## config.mk

```make
export PLATFORM = sky130hd
export DESIGN_NAME = gdn_sqrt_step
export DESIGN_NICKNAME = d
export VERILOG_FILES = /design/src/rtl/gdn_pkg.sv /design/src/rtl/gdn_sqrt_step.sv
export SDC_FILE = /design/constraint.sdc
export NUM_CORES = 1
export LEC_CHECK = 0
export ABC_AREA = 1
export BUFFER_PORTS_ARGS = -buffer_cell sky130_fd_sc_hd__buf_4
export CORE_MARGIN = 10
export CORE_UTILIZATION = 27
export DETAILED_ROUTE_END_ITERATION = 8
export PLACE_DENSITY = 0.55
export SETUP_SLACK_MARGIN = 0.15
export SYNTH_ARGS = -nofsm -noshare
export SYNTH_HDL_FRONTEND = slang
export SYNTH_SLANG_ARGS = --single-unit
export TNS_END_PERCENT = 20
```

## constraint.sdc

```tcl
create_clock -name clk -period 2.15 [get_ports clk]
set_clock_uncertainty 0.1 [all_clocks]
set_input_delay 0.43 -clock clk [delete_from_list [all_inputs] [get_ports clk]]
set_output_delay 0.43 -clock clk [all_outputs]
set_load 0.02 [all_outputs]
```

## src/rtl/gdn_pkg.sv

```systemverilog
`default_nettype none
// ----------------------------------------------------------------------------
// gdn_pkg: shared widths and stage types of the gamepad deadzone normalizer
// Holds the widths of the square-root and division datapaths and the
// per-stage record of one iteration of each.
// ----------------------------------------------------------------------------
package gdn_pkg;

	localparam int SQ_STEPS  = 24;  // root bits of the stick magnitude
	localparam int DIV_STEPS = 16;  // quotient bits of a scaled output
	localparam int SUM_W     = 32;  // x*x + y*y
	localparam int ROOT_W    = 24;  // magnitude with 8 fraction bits
	localparam int REM_W     = 26;  // square-root partial remainder
	localparam int DVD_W     = 55;  // rounded dividend
	localparam int DSH_W     = 54;  // shifted divisor
	localparam int QUO_W     = 16;

	typedef struct packed {
		logic [SUM_W-1:0]  src;
		logic [REM_W-1:0]  rem;
		logic [ROOT_W-1:0] root;
	} sq_t;

	typedef struct packed {
		logic [DVD_W-1:0] rem;
		logic [DSH_W-1:0] dsh;
		logic [QUO_W-1:0] quo;
	} dv_t;

endpackage
`default_nettype wire

```

## src/rtl/gdn_sqrt_step.sv

```systemverilog
`default_nettype none
// ----------------------------------------------------------------------------
// gdn_sqrt_step: one registered digit of the integer square root
// Brings down two radicand bits and decides one root bit.
// ----------------------------------------------------------------------------
module gdn_sqrt_step (
	input  wire logic        clk,
	input  wire logic        en,
	input  wire gdn_pkg::sq_t d,
	output gdn_pkg::sq_t     q
);
	import gdn_pkg::*;

	logic [REM_W+1:0] cur;
	logic [REM_W+1:0] trial;
	sq_t              nxt;

	always_comb begin
		cur      = {d.rem, d.src[SUM_W-1 -: 2]};
		trial    = {2'b00, d.root, 2'b01};
		nxt.src  = {d.src[SUM_W-3:0], 2'b00};
		if (cur >= trial) begin
			nxt.rem  = REM_W'(cur - trial);
			nxt.root = {d.root[ROOT_W-2:0], 1'b1};
		end else begin
			nxt.rem  = cur[REM_W-1:0];
			nxt.root = {d.root[ROOT_W-2:0], 1'b0};
		end
	end

	always_ff @(posedge clk) begin
		if (en) begin
			q <= nxt;
		end
	end
endmodule
`default_nettype wire

```

# --- Yosys cells after proc, flatten, opt, wreduce, memory -nomap -nowiden ---
# Index checks and enable logic that the tools add are counted.
classes:
  n_addsub: 1
  n_lt_le_gt_ge: 1
  muxes: 1
ops:
  columns: ["operator", "count"]
  rows:
  - ["$mux 50", 1]
  - ["$ge 28x26->1", 1]
  - ["$sub 26x26->26", 1]
word_totals:
  reg_bits: 80
  inputBits: 84
  elab_cells: 6

# --- Longest topological paths before layout ---
depth:
  depth_word: 2
  ltp_mapped: 14
  mapped_depth_nobuf: 14

# --- Least setup slack after synthesis ---
# OpenSTA, ideal clock, no wires.
synth_timing:
  path_kind: "input-to-reg"
  from: "in d[12] in the netlist's numbering"
  to: "reg q[46] in the netlist's numbering, data pin"
  setup_time_ns: 0.253
  t_arrival_ns: 1.845
  path_slack_ns: -0.048
  cell_stages: 14
  n_path_buf: 2
  path_cell_list: "inv_1 -> ha_1 -> nand2_2 -> inv_1 -> nand2_1 -> nand2_1 -> nand2_1 -> nand2_1 -> a21oi_4 -> nand3_2 -> buf_6 -> buf_6 -> nand3_1 -> nand2_1"
synth_rtl:
  columns: ["element", "line", "text"]
  rows:
  - ["from (decl)", "gdn_sqrt_step.sv:9", "input wire gdn_pkg::sq_t d,"]
  - ["to (signal assigned)", "gdn_sqrt_step.sv:33", "q <= nxt;"]
  - ["to (decl)", "gdn_sqrt_step.sv:10", "output gdn_pkg::sq_t q"]

==> metrics.txt <==
status complete, no violations; post-route cell area 0.00741 mm²; wire per inst between 10 and 15 µm; post-route ant nets 0; Overflow after GRT 0; Die Y 154 µm; Area growth syn-to-layout 54.0%; share of cells above drive strength 1 0.366; Layout Utilization 0.427; Final Hold Fails 0; Fmax achieved 0.512 GHz; Final WS setup 0.198 ns; vias in the first global route about 4500; CTS Buf Count 9; Max Buffers Root-to-Sink 2; main flop type after synthesis edfxtp_1; Final period util 0.908; critical path's slowest cell ha_4; Synth async-reset ratio 0; Die Wd 154 µm; critical path buffer and inverter count 3; Top reg by flops q; clk sinks 80; Mean Syn Cell Area 8.27 µm²; hpwl dp approximately 12000 µm; Peak supply drop 0.373 mV; final wirelength approximately 15000 µm; RSZ-0062 raised after global routing true; Vias/cell 4.23; area leader, netlist edfxtp_1; Mapped Cells 582; crit start category input pin; Distinct cells, synth 28; Yosys reg bits 80; Lkg Pwr 3.72 nW; P per Cell Area around 680 mW/mm²; router iterations before antenna repair 5; Post-Layout Cell Count ~1000; global-route wire length before repair 23800 µm; sequential share of the synthesized area 0.499; Hold WS 0.160 ns; Crit path largest cell delay 0.28 ns; Mapped Area 0.00481 mm²; Area after DPL 0.00710 mm²; via count between 4000 and 5000; Post-CTS Setup Repair Bufs 0; YS warnings 0; Filler cells 1772; registers with the most flip-flops q (80); Synth top area share 0.499; Crit path max-delay family simple AND/OR/NAND/NOR gates; Layout Nets 919; GRT Total Usage 0.125; placed insts 1023; Final Max Slew Viols 0; DRC 0; IO buf count around 160; ant diodes 0; Req. time, crit path 2.13 ns; max reg flops 80; starting density of the core 0.277; largest net degree at the start of global routing 33; top post-synthesis cells by area edfxtp_1 50%, nand2_1 16%, inv_1 9.8%, ha_1 6.8%, nand3_1 2.8%; CTS tree built; initial antenna violation count 0; Final Setup Violations 0; post-cts hold buffer count 0; io pins 166; Core ar. 0.0174 mm²; gpl congestion 0.876; EDFF count, synth 80; die area between 0.02 and 0.025 mm²; H-tree Lvls 3; CP Cell Sequence buf_4, inv_1, ha_4, nand2_1, nor2_1, nand2_1, nor2_1, nand2_4, nand3_2, buf_12, o21ai_0; MaxCap Viol Count 0; Tmin final 1.95 ns; clk slew on worst S/H paths 0.06 ns; critical path type input pin to flop; clk root buf clkbuf_16; min-delay worst type input pin to flop; row cnt 48; critical path arrival around 1.9 ns; Critical Path End Type flop; DRT iter0 DRCs 254; crit path max fanout 32; setup slack at placement -0.244 ns
==> worst paths after layout <==
check	start	end	slack, ns	cells after the start
worst max-delay path	d[18]	q[33]	0.20	11
worst min-delay path	d[54]	q[56]	0.16	1
==> report_power, final <==
group	leakage, nW	internal, mW	switching [mW]	total [mW]
Sequential	0.783	1.91	0.0423	1.96
Combinational	2.79	0.677	0.813	1.49
Clock	0.142	0.902	0.655	1.56
Total	3.72	3.49	1.51	5.00
==> cell type report <==
type	count	area, µm²	share of cell area
flip-flops and latches	80	2400	0.324
multi-input cells	367	2230	0.301
clock inverters	5	56.3	0.00760
inverters	126	478	0.0645
repair buffers	225	1730	0.233
clock buffers	11	233	0.0314
well taps	225	282	0.0380
==> cells in the mapped netlist (4+ instances only) <==
library cell / number
a21oi_1: 14
inv_1: 126
ha_1: 26
edfxtp_1: 80
nand3_1: 27
nand2_1: 204
nor2_1: 29
xor2_1: 12
o21ai_0: 13
nand3b_1: 4
nand4_1: 20
==> what timing repair did <==
| item | 4_1_cts | 5_1_grt |
|---|---|---|
| gates resized for setup | 1 | 4 |
| pin swaps | 0 | 0 |
| endpoints found under the setup margin | 1 | 19 |
==> cell usage in the layout (no fill, tap or decap), drive strengths merged <==
cell type | Yosys | final
a21o | 1 | 1
a21oi | 15 | 15
and2 | 1 | 1
buf | 6 | 225
bufinv | 0 | 1
clkbuf | 4 | 11
clkinv | 0 | 3
conb | 1 | 2
edfxtp | 80 | 80
ha | 26 | 26
inv | 126 | 127
nand2 | 206 | 206
nand3 | 30 | 30
nand3b | 4 | 4
nand4 | 20 | 20
nor2 | 30 | 30
nor3 | 1 | 1
nor3b | 1 | 1
nor4 | 1 | 1
o21ai | 13 | 13
o21bai | 3 | 3
xnor2 | 1 | 1
xor2 | 12 | 12
==> per-layer routing <==
metal  vias up  GRT usage  share of wire
li1       2301          -              -
met1      1959      0.157           0.46
met2       124      0.199           0.45
met3        13     0.0413          0.072
met4         0     0.0387          0.014
met5         -          0              0
==> cells by family after synthesis <==
| group | share of synthesized area |
|---|---|
| AO/OA/AOI/OAI | 0.0377 |
| XOR/XNOR | 0.0237 |
| adder cells (fa/ha/maj) | 0.0676 |
| buffers and inverters | 0.112 |
| flip-flops | 0.499 |
| other | 0.000779 |
| AND/OR/NAND/NOR | 0.259 |
==> metrics by stage <==
stage                     power [mW]  TNS, ns
after floorplan                 2.78        0
after global placement          3.48    -2.59
after detailed placement        3.49    -2.71
after CTS                       5.08        0
after global routing            5.29        0
final                           5.00        0
(Power assumes the default switching activity.)
