--- config.mk ---
export PLATFORM = sky130hd
export DESIGN_NAME = gdn_div_step
export DESIGN_NICKNAME = d
export VERILOG_FILES = /design/src/rtl/gdn_pkg.sv /design/src/rtl/gdn_div_step.sv
export SDC_FILE = /design/constraint.sdc
export NUM_CORES = 1
export LEC_CHECK = 0
export BUFFER_PORTS_ARGS = -buffer_cell sky130_fd_sc_hd__buf_4
export CAP_MARGIN = 0
export CORE_AREA = 5 5 106 148
export CTS_CLUSTER_SIZE = 8
export DETAILED_ROUTE_END_ITERATION = 8
export DIE_AREA = 0 0 111 153
export PLACE_DENSITY = 0.84
export SETUP_SLACK_MARGIN = 0.1
export SLEW_MARGIN = 20
export SYNTH_ARGS = -nofsm -noshare
export SYNTH_HDL_FRONTEND = slang
export SYNTH_SLANG_ARGS = --single-unit
--- constraint.sdc ---
create_clock -name clk -period 9.65 [get_ports clk]
set_input_delay 0.965 -clock clk [delete_from_list [all_inputs] [get_ports clk]]
set_output_delay 0.965 -clock clk [all_outputs]
set_load 0.01 [all_outputs]
--- src/rtl/gdn_pkg.sv ---
`default_nettype none
// ----------------------------------------------------------------------------
// gdn_pkg: shared widths and stage types of the gamepad deadzone normalizer
// Holds the widths of the square-root and division datapaths and the
// per-stage record of one iteration of each.
// ----------------------------------------------------------------------------
package gdn_pkg;

	localparam int SQ_STEPS  = 24;  // root bits of the stick magnitude
	localparam int DIV_STEPS = 16;  // quotient bits of a scaled output
	localparam int SUM_W     = 32;  // x*x + y*y
	localparam int ROOT_W    = 24;  // magnitude with 8 fraction bits
	localparam int REM_W     = 26;  // square-root partial remainder
	localparam int DVD_W     = 55;  // rounded dividend
	localparam int DSH_W     = 54;  // shifted divisor
	localparam int QUO_W     = 16;

	typedef struct packed {
		logic [SUM_W-1:0]  src;
		logic [REM_W-1:0]  rem;
		logic [ROOT_W-1:0] root;
	} sq_t;

	typedef struct packed {
		logic [DVD_W-1:0] rem;
		logic [DSH_W-1:0] dsh;
		logic [QUO_W-1:0] quo;
	} dv_t;

endpackage
`default_nettype wire

--- src/rtl/gdn_div_step.sv ---
`default_nettype none
// ----------------------------------------------------------------------------
// gdn_div_step: one registered bit of restoring division
// Subtracts the shifted divisor when it fits and shifts it down one place.
// ----------------------------------------------------------------------------
module gdn_div_step (
	input  wire logic        clk,
	input  wire logic        en,
	input  wire gdn_pkg::dv_t d,
	output gdn_pkg::dv_t     q
);
	import gdn_pkg::*;

	logic [DVD_W-1:0] dsh_ext;
	dv_t              nxt;

	always_comb begin
		dsh_ext = {1'b0, d.dsh};
		nxt.dsh = d.dsh >> 1;
		if (dsh_ext <= d.rem) begin
			nxt.rem = d.rem - dsh_ext;
			nxt.quo = {d.quo[QUO_W-2:0], 1'b1};
		end else begin
			nxt.rem = d.rem;
			nxt.quo = {d.quo[QUO_W-2:0], 1'b0};
		end
	end

	always_ff @(posedge clk) begin
		if (en) begin
			q <= nxt;
		end
	end
endmodule
`default_nettype wire

Yosys cells after proc, flatten, opt, wreduce, memory -nomap -nowiden
Cells that the tools add are included.
{"block": "word_totals", "elab_cells": 7, "output_inout_bits": 125, "regBits": 124, "input_bits": 127}
{"block": "op_classes", "add_sub_neg": 1, "magnitude_cmp": 1, "n_mux": 2}
{"cell": "less-or-equal comparator 54 x 55 -> 1 bit", "count": 1}
{"cell": "2-to-1 mux 55 bit", "count": 1}
{"cell": "subtractor 55 x 54 -> 55 bit", "count": 1}
{"cell": "2-to-1 mux 1 bit", "count": 1}

Longest topological paths before layout
Gate-level depths: netlist of the first run.
{"block": "logic_depth", "word_depth": 2, "mapped_depth": 14, "depth_no_buf": 14}

Worst setup path before layout of the first run
No wires, ideal clock.
{"block": "synth_timing", "path_type": "input port to flip-flop", "start": "input port d[70] (netlist name)", "end": "register q[122] (netlist name), data pin", "stages": 14, "path_buffers": 0, "slack_ns": 5.750, "setup_time_ns": 0.255, "required_time_ns": 9.395, "arrival_ns": 3.645, "path_cell_list": "inv_1 > ha_1 > inv_1 > fa_1 > a21o_1 > a221o_1 > a21bo_2 > o21ba_1 > o21ai_1 > a21oi_1 > o31ai_1 > a21oi_1 > or3_1 > a31o_1"}
{"element": "start: declaration", "line_no": "gdn_div_step.sv:9", "text": "input wire gdn_pkg::dv_t d,"}
{"element": "end signal: assignment", "line_no": "gdn_div_step.sv:31", "text": "q <= nxt;"}
{"element": "end: declaration", "line_no": "gdn_div_step.sv:10", "text": "output gdn_pkg::dv_t q"}

==> metrics.cfg, run 1 <==
[synthesis]
synthCells = 760
yosysSeqAreaShare = 0.478
syn-num-nets = 942
ys.flop_type = edfxtp_1
async_reset_ff_frac = 0
yosysUniqueCellTypes = 60
syn_area_um2 = 7790
syn_avg_cell_area_um2 = 10.3
synth-seq-cells = 124
synth_edf_count = 124
yosys_warnings = 0

[placed_design]
io_buffers = 249
dp_hpwl_mm = 16.5
place_congestion = 0.911

[worst_setup_path]
critPathKind = primary input to register
critPathCaptureType = register
worstPathArrival_ns = 4.75
crit_path_start_kind = primary input
critPathMaxFanout = 63
worst_ep_required_time_ns = 9.81
cp-startpoint = d[19]

[cts]
htreeDepth = 4
cts.repair.resized = 0
clockRootBuffer = clkbuf_16
post_cts_buffers = 0
clock_sinks = 124
clk_path_buf_depth = 2
numCtsBuffers = 17
holdBufCountCts = 0
cts_tree = done
clk_pin_slew_worst_paths_ns = 0.07

[final_layout]
regMostFlops = q
postLayoutCoreUtil = 0.726
seq_area_um2 = 3720
nNetsFinal = 1179
layout_commonest_cell = buf_4
syn_to_final_growth_pct = 32.8
multi_input_area_um2 = 3640
reg_top3 = q x124
antennaDiodeCount = 0
drive_gt1_frac = 0.298
fillers = 1017
layout_common_cells = 251 x buf_4, 124 x edfxtp_1, 106 x a21oi_1, 72 x nor2_1, 69 x inv_1
largest_reg_flops = 124

[grt]
grt_usage = 0.249
overflow = 0
antenna_found_initial = 0
grt_max_degree = 78
grt_pass1_vias = 6781
grt_pass1_wl_mm = 33.8

[detailed_routing]
wl_per_cell_um = 17.9
ant_nets = 0
totalWireLength_mm = 21.5
drt_iter0_markers = 354
drc = 0
viasPerCell = 5.60
vias = 6716
drt_pass1_iterations = 5

[power]
power.switching_w = 0.000541
swShare = 0.295
clkPwrFrac = 0.361
comb_power_share = 0.263
p_per_area_nw_per_um2 = 177
p_seq_frac = 0.376
intPower_w = 0.00129
power.total_w = 0.00183
peakVddDrop_v = 0.000112
leakagePower_nw = 4.69

[worst_hold_path]
hp-start = d[10]
worst_hold_path_type = primary input to register
hold_end = q[11]
holdPathStages = 1

[flow_run]
max_cap_violations = 0

[die]
initial_core_util = 0.547
design.core.area_um2 = 14200
dieArea_um2 = 17000
die_height_um = 153
rows = 52
die_w_um = 111
io_pins = 252

[sta]
fin_crit_ns = 4.58
maxSlewViolCount = 0
finalHoldViolCount = 0
rsz0062_at_grt = no
tightest_slew_ns = 0.970
setup_viol = 0
timing.fmax_mhz = 218
post-route-period-util = 0.475
max_slew_margin = 0.353
holdWs_ns = 0.706
setup_tns_ns = 0

[outcome]
status = finished, final reports clean

worst max path at each step:
stage	end	slack [ns]
after floorplan	q[122]	5.75
after global routing	q[124]	4.71
after global placement	q[124]	4.67
final	q[124]	5.07
after detailed placement	q[124]	4.66
after CTS	q[124]	5.08
cell usage after synthesis, drive strengths merged (5+ instances only):
library cell	instances	area, um2
nand3	15	75.1
o21bai	15	116
and2	5	31.3
edfxtp	124	3720
mux2	13	191
buf	10	90.1
o21a	6	45.0
a21o	29	218
and3	7	43.8
ha	54	676
nor2	72	270
clkbuf	23	86.3
nor3	6	30.0
xor2	13	114
xnor2	37	324
inv	69	259
a21oi	106	531
a31oi	7	58.8
nand2	47	176
nand4	15	93.8
o31ai	7	52.6
or3	6	42.5
o21ai	25	125
cell type report:
cell class,instances,area share
repair buffers,251,0.182
multi-input cells,534,0.352
inverters,69,0.0250
well taps,189,0.0229
clock inverters,15,0.0172
clock buffers,17,0.0411
flip-flops and latches,124,0.360
metrics by stage:
stage               setup slack [ns]  cells  cell area, um2
floorplan                       5.75    760            7790
global placement                4.67   1167            9750
detailed placement              4.66   1167            9750
CTS                             5.08   1199           10300
global route                    4.71   1199           10300
finish                          5.07   1199           10300
worst max-delay path, cell delays in order:
cell	delay [ns]
buf_4	0.09
inv_1	0.04
ha_1	0.36
nand3_1	0.12
a21oi_1	0.24
o2111ai_1	0.19
a211oi_1	0.28
or3_4	0.19
a211o_1	0.27
a31oi_4	0.15
o21bai_4	0.70
buf_4	0.71
o311ai_2	0.25
xnor2_1	0.18
power groups by stage:
| stage | Sequential (W) | Clock (W) | Combinational [W] |
|---|---|---|---|
| finish | 0.000689 | 0.000662 | 0.000483 |
| global route | 0.000694 | 0.000698 | 0.000523 |
| CTS | 0.000689 | 0.000667 | 0.000482 |
| detailed placement | 0.000699 | 0 | 0.000477 |
| global placement | 0.000698 | 0 | 0.000469 |
| floorplan | 0.000733 | 0 | 0.000243 |
layer usage:
layer	GRT usage	vias to the layer above	share of wire
met3	0.0613	66	0.069
met4	0.111	0	0.040
li1	-	3242	-
met2	0.474	280	0.54
met5	0	-	0
met1	0.254	3128	0.35
cell families after synthesis:
group,count (synthesis),share of synthesized area
simple gates,189,0.112
flops,124,0.478
other cells,1,0.000481
compound gates,225,0.182
xor+xnor,50,0.0562
buf+inv,102,0.0559
mux,14,0.0258
fa+ha+maj,55,0.0893
No activity file was read; power rests on OpenSTA's default activity.
==> run 2, diff against run 1 <==
Settings changed: CORE_AREA 5 5 106 148 to 5 5 115 161, DIE_AREA 0 0 111 153 to 0 0 120 166, PLACE_DENSITY 0.84 to 0.75.
Clock period 9.65 ns to 4.2 ns, I/O delays scaled along.
==> run 2 against run 1 <==
Against the previous run: count of clock-buffer cells in the layout up 1; flip-flop and latch count unchanged; total power up 140%; via count down 1.7%; design area up 1.0%; combinational power up 130%; non-clock buffer count up 5; highest routed layer unchanged.
==> metrics.cfg, run 2 (synthesis results as in run 1) <==
[outcome]
status = finished, final reports clean

[grt]
grt-busiest-layer = met2
use_met1 = 0.214  ; -0.0401
grt_use_met2 = 0.397  ; -0.0762
use_met3 = 0.0620  ; +0.000697
grt_max_degree = 102  ; +31%
antenna_found_initial = 0  ; unchanged
grt_usage = 0.210  ; -0.0387
grt_pass1_vias = 6723  ; -0.86%
grt_pass1_wl_mm = 33.1  ; -2.1%
overflow = 0  ; unchanged

[worst_hold_path]
worst_hold_path_type = primary input to register

[detailed_routing]
totalWireLength_mm = 21.5  ; -0.18%
viasPerCell = 5.41  ; -3.5%
drt_pass1_iterations = 5  ; unchanged
drc = 0  ; unchanged
wl_per_cell_um = 17.6  ; -2.0%
ant_nets = 0  ; unchanged
vias = 6600  ; -1.7%
drt_iter0_markers = 283  ; -20%

[final_layout]
seq_area_um2 = 3720  ; unchanged
largest_reg_flops = 124  ; unchanged
nNetsFinal = 1184  ; +0.42%
final_cells = 1221  ; +1.8%
postLayoutCoreUtil = 0.613  ; -0.113
multi_input_area_um2 = 3640  ; unchanged
reg_top3 = q x124
layout_commonest_cell = buf_4
antennaDiodeCount = 0  ; unchanged
drive_gt1_frac = 0.300  ; +0.00149
layout_common_cells = 255 x buf_4, 124 x edfxtp_1, 106 x a21oi_1, 72 x nor2_1, 69 x inv_1
syn_to_final_growth_pct = 34.1
fillers = 1458  ; +43%
regMostFlops = q

[die]
rows = 57  ; +9.6%
design.core.area_um2 = 17000  ; +20%
dieArea_um2 = 19900  ; +17%
die_height_um = 166  ; +8.5%
initial_core_util = 0.457  ; -0.0897
die_w_um = 120  ; +8.1%
io_pins = 252  ; unchanged

[sta]
setup_tns_ns = 0  ; unchanged
fin_crit_ns = 3.49
tightest_slew_ns = 0.926  ; -0.0445 ns
maxSlewViolCount = 0  ; unchanged
holdWs_ns = 0.172  ; -0.534 ns
timing.fmax_mhz = 287
rsz0062_at_grt = no
post-route-period-util = 0.830
max_slew_margin = 0.383  ; +0.0297
finalHoldViolCount = 0  ; unchanged
setup_viol = 0  ; unchanged

[cts]
cts.repair.resized = 0  ; unchanged
cts_tree = done
numCtsBuffers = 17  ; unchanged
clockRootBuffer = clkbuf_16
clk_path_buf_depth = 2  ; unchanged
htreeDepth = 4  ; unchanged
clk_pin_slew_worst_paths_ns = 0.06  ; about the same
holdBufCountCts = 0  ; unchanged
post_cts_buffers = 0  ; unchanged
clock_sinks = 124  ; unchanged

[worst_setup_path]
worst_ep_required_time_ns = 4.38  ; -5.43 ns
worstPathArrival_ns = 3.67  ; -1.08 ns
critPathMaxFanout = 3  ; -95%
critPathKind = primary input to register
crit_path_start_kind = primary input
critPathCaptureType = register

[power]
p_per_area_nw_per_um2 = 414  ; +130%
leakagePower_nw = 4.73  ; +0.90%
peakVddDrop_v = 0.000220  ; +96%
power.total_w = 0.00432  ; +140%

[flow_run]
max_cap_violations = 0  ; unchanged

[placed_design]
place_congestion = 0.907  ; -0.37%
dp.cells = 1189  ; +1.9%
io_buffers = 249  ; unchanged
dp_hpwl_mm = 17.0  ; +2.6%

==> run 2: cell types whose count changed in the layout (fill, tap and decap cells not counted) <==
| cell | before | now |
|---|---|---|
| buf_4 | 251 | 255 |
| inv_8 | 3 | 0 |
| buf_6 | 0 | 1 |
| clkinv_1 | 0 | 1 |
| clkbuf_1 | 0 | 1 |
| bufinv_16 | 2 | 5 |
| clkinv_2 | 0 | 1 |
| inv_6 | 6 | 3 |
==> run 2: cell type report <==
class / instances / area share
well taps: 206 / 0.0247
clock buffers: 18 / 0.0411
multi-input cells: 534 / 0.348
repair buffers: 256 / 0.184
inverters: 69 / 0.0248
clock inverters: 14 / 0.0207
flip-flops and latches: 124 / 0.356
==> run 2: worst paths after layout <==
path | cells after the start | start | end | slack [ns]
setup / recovery | 15 | d[70] | q[122] | 0.71
hold / removal | 1 | d[14] | q[15] | 0.17
==> run 2: report_power, final <==
part           switching (W)  internal, W
sequential         0.0000380      0.00154
combinational       0.000579     0.000533
clock               0.000576      0.00106
total                0.00119      0.00313
==> run 2: critical path: stages <==
cell and delay [ns]:
buf_4 0.11, inv_1 0.04, ha_1 0.15, inv_1 0.06, fa_1 0.40, a21o_1 0.22
a221o_1 0.35, a21bo_2 0.26, o21ba_1 0.22, o21ai_1 0.19, a21oi_1 0.13, o31ai_1 0.37
a21oi_1 0.15, or3_1 0.37, a31o_1 0.22
==> run 2: stage by stage <==
stage	setup slack [ns]	instance area (um2)
floorplan	0.845	7790
global placement	0.295	9810
detailed placement	0.261	9810
CTS	0.688	10500
global route	0.496	10500
finish	0.712	10500
==> run 2: layer usage <==
metal,vias up,part of all wire
li1,3241,-
met4,0,0.026
met3,37,0.062
met1,3096,0.36
met5,-,0
met2,226,0.55
==> run 3, diff against run 2 <==
Settings changed: ABC_AREA set to 1, CORE_AREA 5 5 115 161 to 5 5 119 166, DIE_AREA 0 0 120 166 to 0 0 124 171, PLACE_DENSITY 0.75 to 0.79.
Clock period 4.2 ns to 3.58 ns, I/O delays scaled along.
==> run 3 against run 2 <==
Against the previous run: count of clock-buffer cells in the layout is 1 lower; the flow now finishes with violations (design-rule violations); global-route usage increased by 8.4 points; flip-flop and latch count unchanged.
==> metrics.cfg, run 3 <==
[cts]
clk_pin_slew_worst_paths_ns = 0.07  ; about the same
clk_path_buf_depth = 2  ; unchanged
clockRootBuffer = clkbuf_16
post_cts_buffers = 0  ; unchanged
htreeDepth = 4  ; unchanged
cts_tree = done
cts.repair.resized = 0  ; unchanged
numCtsBuffers = 17  ; unchanged
holdBufCountCts = 0  ; unchanged
clock_sinks = 124  ; unchanged

[detailed_routing]
viasPerCell = 4.94  ; -8.7%
drc = 2  ; +2
drt_pass1_iterations = 9  ; +4
ant_nets = 0  ; unchanged
drt_iter0_markers = 565  ; +100%
totalWireLength_mm = 31.3  ; +46%
vias = 9563  ; +45%
wl_per_cell_um = 16.2  ; -8.1%

[final_layout]
regMostFlops = q
fillers = 1572  ; +7.8%
final_cells = 1937  ; +59%
multi_input_area_um2 = 4600  ; +26%
antennaDiodeCount = 0  ; unchanged
drive_gt1_frac = 0.199  ; -0.100
reg_top3 = q x124
layout_common_cells = 578 x nand2_1, 336 x inv_1, 251 x buf_4, 124 x edfxtp_1, 79 x nor2_1
largest_reg_flops = 124  ; unchanged
layout_commonest_cell = nand2_1
syn_to_final_growth_pct = 28.1
nNetsFinal = 1862  ; +57%
seq_area_um2 = 3720  ; unchanged

[worst_setup_path]
cp-endpoint = q[117]
cp_top_family = simple AND/OR/NAND/NOR gates
cp.depth = 14  ; -1
critPathCaptureType = register
worst_ep_required_time_ns = 3.75  ; -0.63 ns
cp-startpoint = d[61]
crit_path_start_kind = primary input
slowest_stage = ha_1
worstPathArrival_ns = 2.66  ; -1.01 ns
critPathKind = primary input to register
critPathMostFrequentCell = nand2_1
cp_cell_sequence = buf_4 > inv_1 > ha_1 > nand2_1 > inv_1 > a21oi_1 > nand2_1 > nand2_1 > nand2_1 > nor2_1 > nand3_4 > buf_4 > nand3_1 > nand2_1
cp_slowest_stage_delay_ns = 0.37  ; -0.03 ns
critPathMaxFanout = 29  ; +26
cp_num_buf_inv = 4  ; +1

[grt]
grt_max_degree = 72  ; -29%
grt_pass1_vias = 9570  ; +42%
grt_usage = 0.294  ; +0.0840
antenna_found_initial = 0  ; unchanged
overflow = 0  ; unchanged
grt_pass1_wl_mm = 47.4  ; +43%

[synthesis]
yosysUniqueCellTypes = 34  ; -43%
synthCells = 1420  ; +87%
synth_top_area_frac = 0.382  ; -0.0956
async_reset_ff_frac = 0  ; unchanged
yosysTopAreaCell = edfxtp_1
syn_area_um2 = 9740  ; +25%
yosysSeqAreaShare = 0.382  ; -0.0956
yosys_warnings = 0  ; unchanged
synth_edf_count = 124  ; unchanged
synthMostInstantiatedCell = nand2_1
ys.flop_type = edfxtp_1
synth-seq-cells = 124  ; unchanged
synth_area_leaders = edfxtp_1 38%, nand2_1 22%, inv_1 13%
syn_avg_cell_area_um2 = 6.86  ; -33%
synth_common_cells = 578 x nand2_1, 336 x inv_1, 124 x edfxtp_1
syn-num-nets = 1602  ; +70%

[die]
die_w_um = 124  ; +3.3%
io_pins = 252  ; unchanged
die_height_um = 171  ; +3.0%
initial_core_util = 0.534  ; +0.0772
rows = 59  ; +3.5%
design.core.area_um2 = 18200  ; +7.0%
dieArea_um2 = 21200  ; +6.4%

[sta]
fin_crit_ns = 2.49
post-route-period-util = 0.696
max_slew_margin = 0.493  ; +0.110
rsz0062_at_grt = no
timing.fmax_mhz = 402
tightest_slew_ns = 0.761  ; -0.165 ns
setup_viol = 0  ; unchanged
finalHoldViolCount = 0  ; unchanged
setup_tns_ns = 0  ; unchanged
maxSlewViolCount = 0  ; unchanged

[worst_hold_path]
worst_hold_path_type = primary input to register

[placed_design]
io_buffers = 249  ; unchanged
dp.cells = 1905  ; +60%
place_congestion = 0.941  ; +3.7%
dp_hpwl_mm = 25.8  ; +52%

[outcome]
violations = design-rule violations
status = finished, violations left

[power]
peakVddDrop_v = 0.000261  ; +19%
p_per_area_nw_per_um2 = 421  ; +1.8%
leakagePower_nw = 6.86  ; +45%

[flow_run]
max_cap_violations = 0  ; unchanged

-- run 3: changes by cell type in the layout (fill, tap and decap cells not counted), sizes merged, moves of 9 or more --
cell,previous run,this run
nand2,47,591
inv,72,350
a21oi,106,30
nand3,15,67
a21o,29,0
nor2,72,96
mux2,13,0
o21bai,15,2
xnor2,37,25
nand3b,1,12
xor2,13,4
-- run 3: cell families (layout without fill, tap and decap cells) --
logic type,count (synthesis),in the layout,share of synthesized area
and+or+nand+nor,790,790,0.340
buffers and inverters,357,630,0.146
AOI/OAI and AO/OA,64,64,0.0336
other,1,1,0.000385
adders and majority gates,55,55,0.0714
xor gates and xnor gates,29,29,0.0261
DFF,124,124,0.382
-- run 3: final cells by class --
type | instances | share of cell area
Timing Repair Buffer | 253 | 0.154
Sequential cell | 124 | 0.298
Clock inverter | 15 | 0.0168
Clock buffer | 17 | 0.0341
Inverter | 345 | 0.104
Multi-Input combinational cell | 939 | 0.368
Tap cell | 244 | 0.0245
-- run 3: how the worst min path moves through the flow --
stage                  to  depth (start not counted)  slack, ns  start
floorplan           q[10]                          0       0.46   d[9]
global placement     q[1]                          1       0.54   d[0]
detailed placement   q[8]                          1       0.54   d[7]
CTS                  q[8]                          1        0.1   d[7]
global route         q[1]                          1        0.1   d[0]
finish               q[8]                          1       0.10   d[7]
-- run 3: per-stage QoR --
| stage | area [um2] | hold slack, ns | util | setup slack (ns) | power, W |
|---|---|---|---|---|---|
| 2_1_floorplan | 9740 | 0.457 | - | 1.46 | 0.00273 |
| 3_3_place_gp | 11800 | 0.536 | 0.650 | 0.644 | 0.00335 |
| 3_5_place_dp | 11800 | 0.538 | 0.650 | 0.610 | 0.00338 |
| 4_1_cts | 12500 | 0.0984 | 0.685 | 1.04 | 0.00527 |
| 5_1_grt | 12500 | 0.0955 | 0.685 | 0.823 | 0.00550 |
| 6_report | 12500 | 0.104 | 0.685 | 1.09 | 0.00526 |
-- run 3: power by group --
group          internal, W  total [W]  switching [W]
logic             0.000610    0.00152       0.000907
registers          0.00180    0.00185      0.0000435
clock network      0.00118    0.00189       0.000715
total              0.00359    0.00526        0.00166
-- run 3: layer usage --
layer / track usage / share of wire
met5: 0 / 0
met1: 0.299 / 0.34
met3: 0.0314 / 0.054
met2: 0.576 / 0.55
met4: 0.151 / 0.053
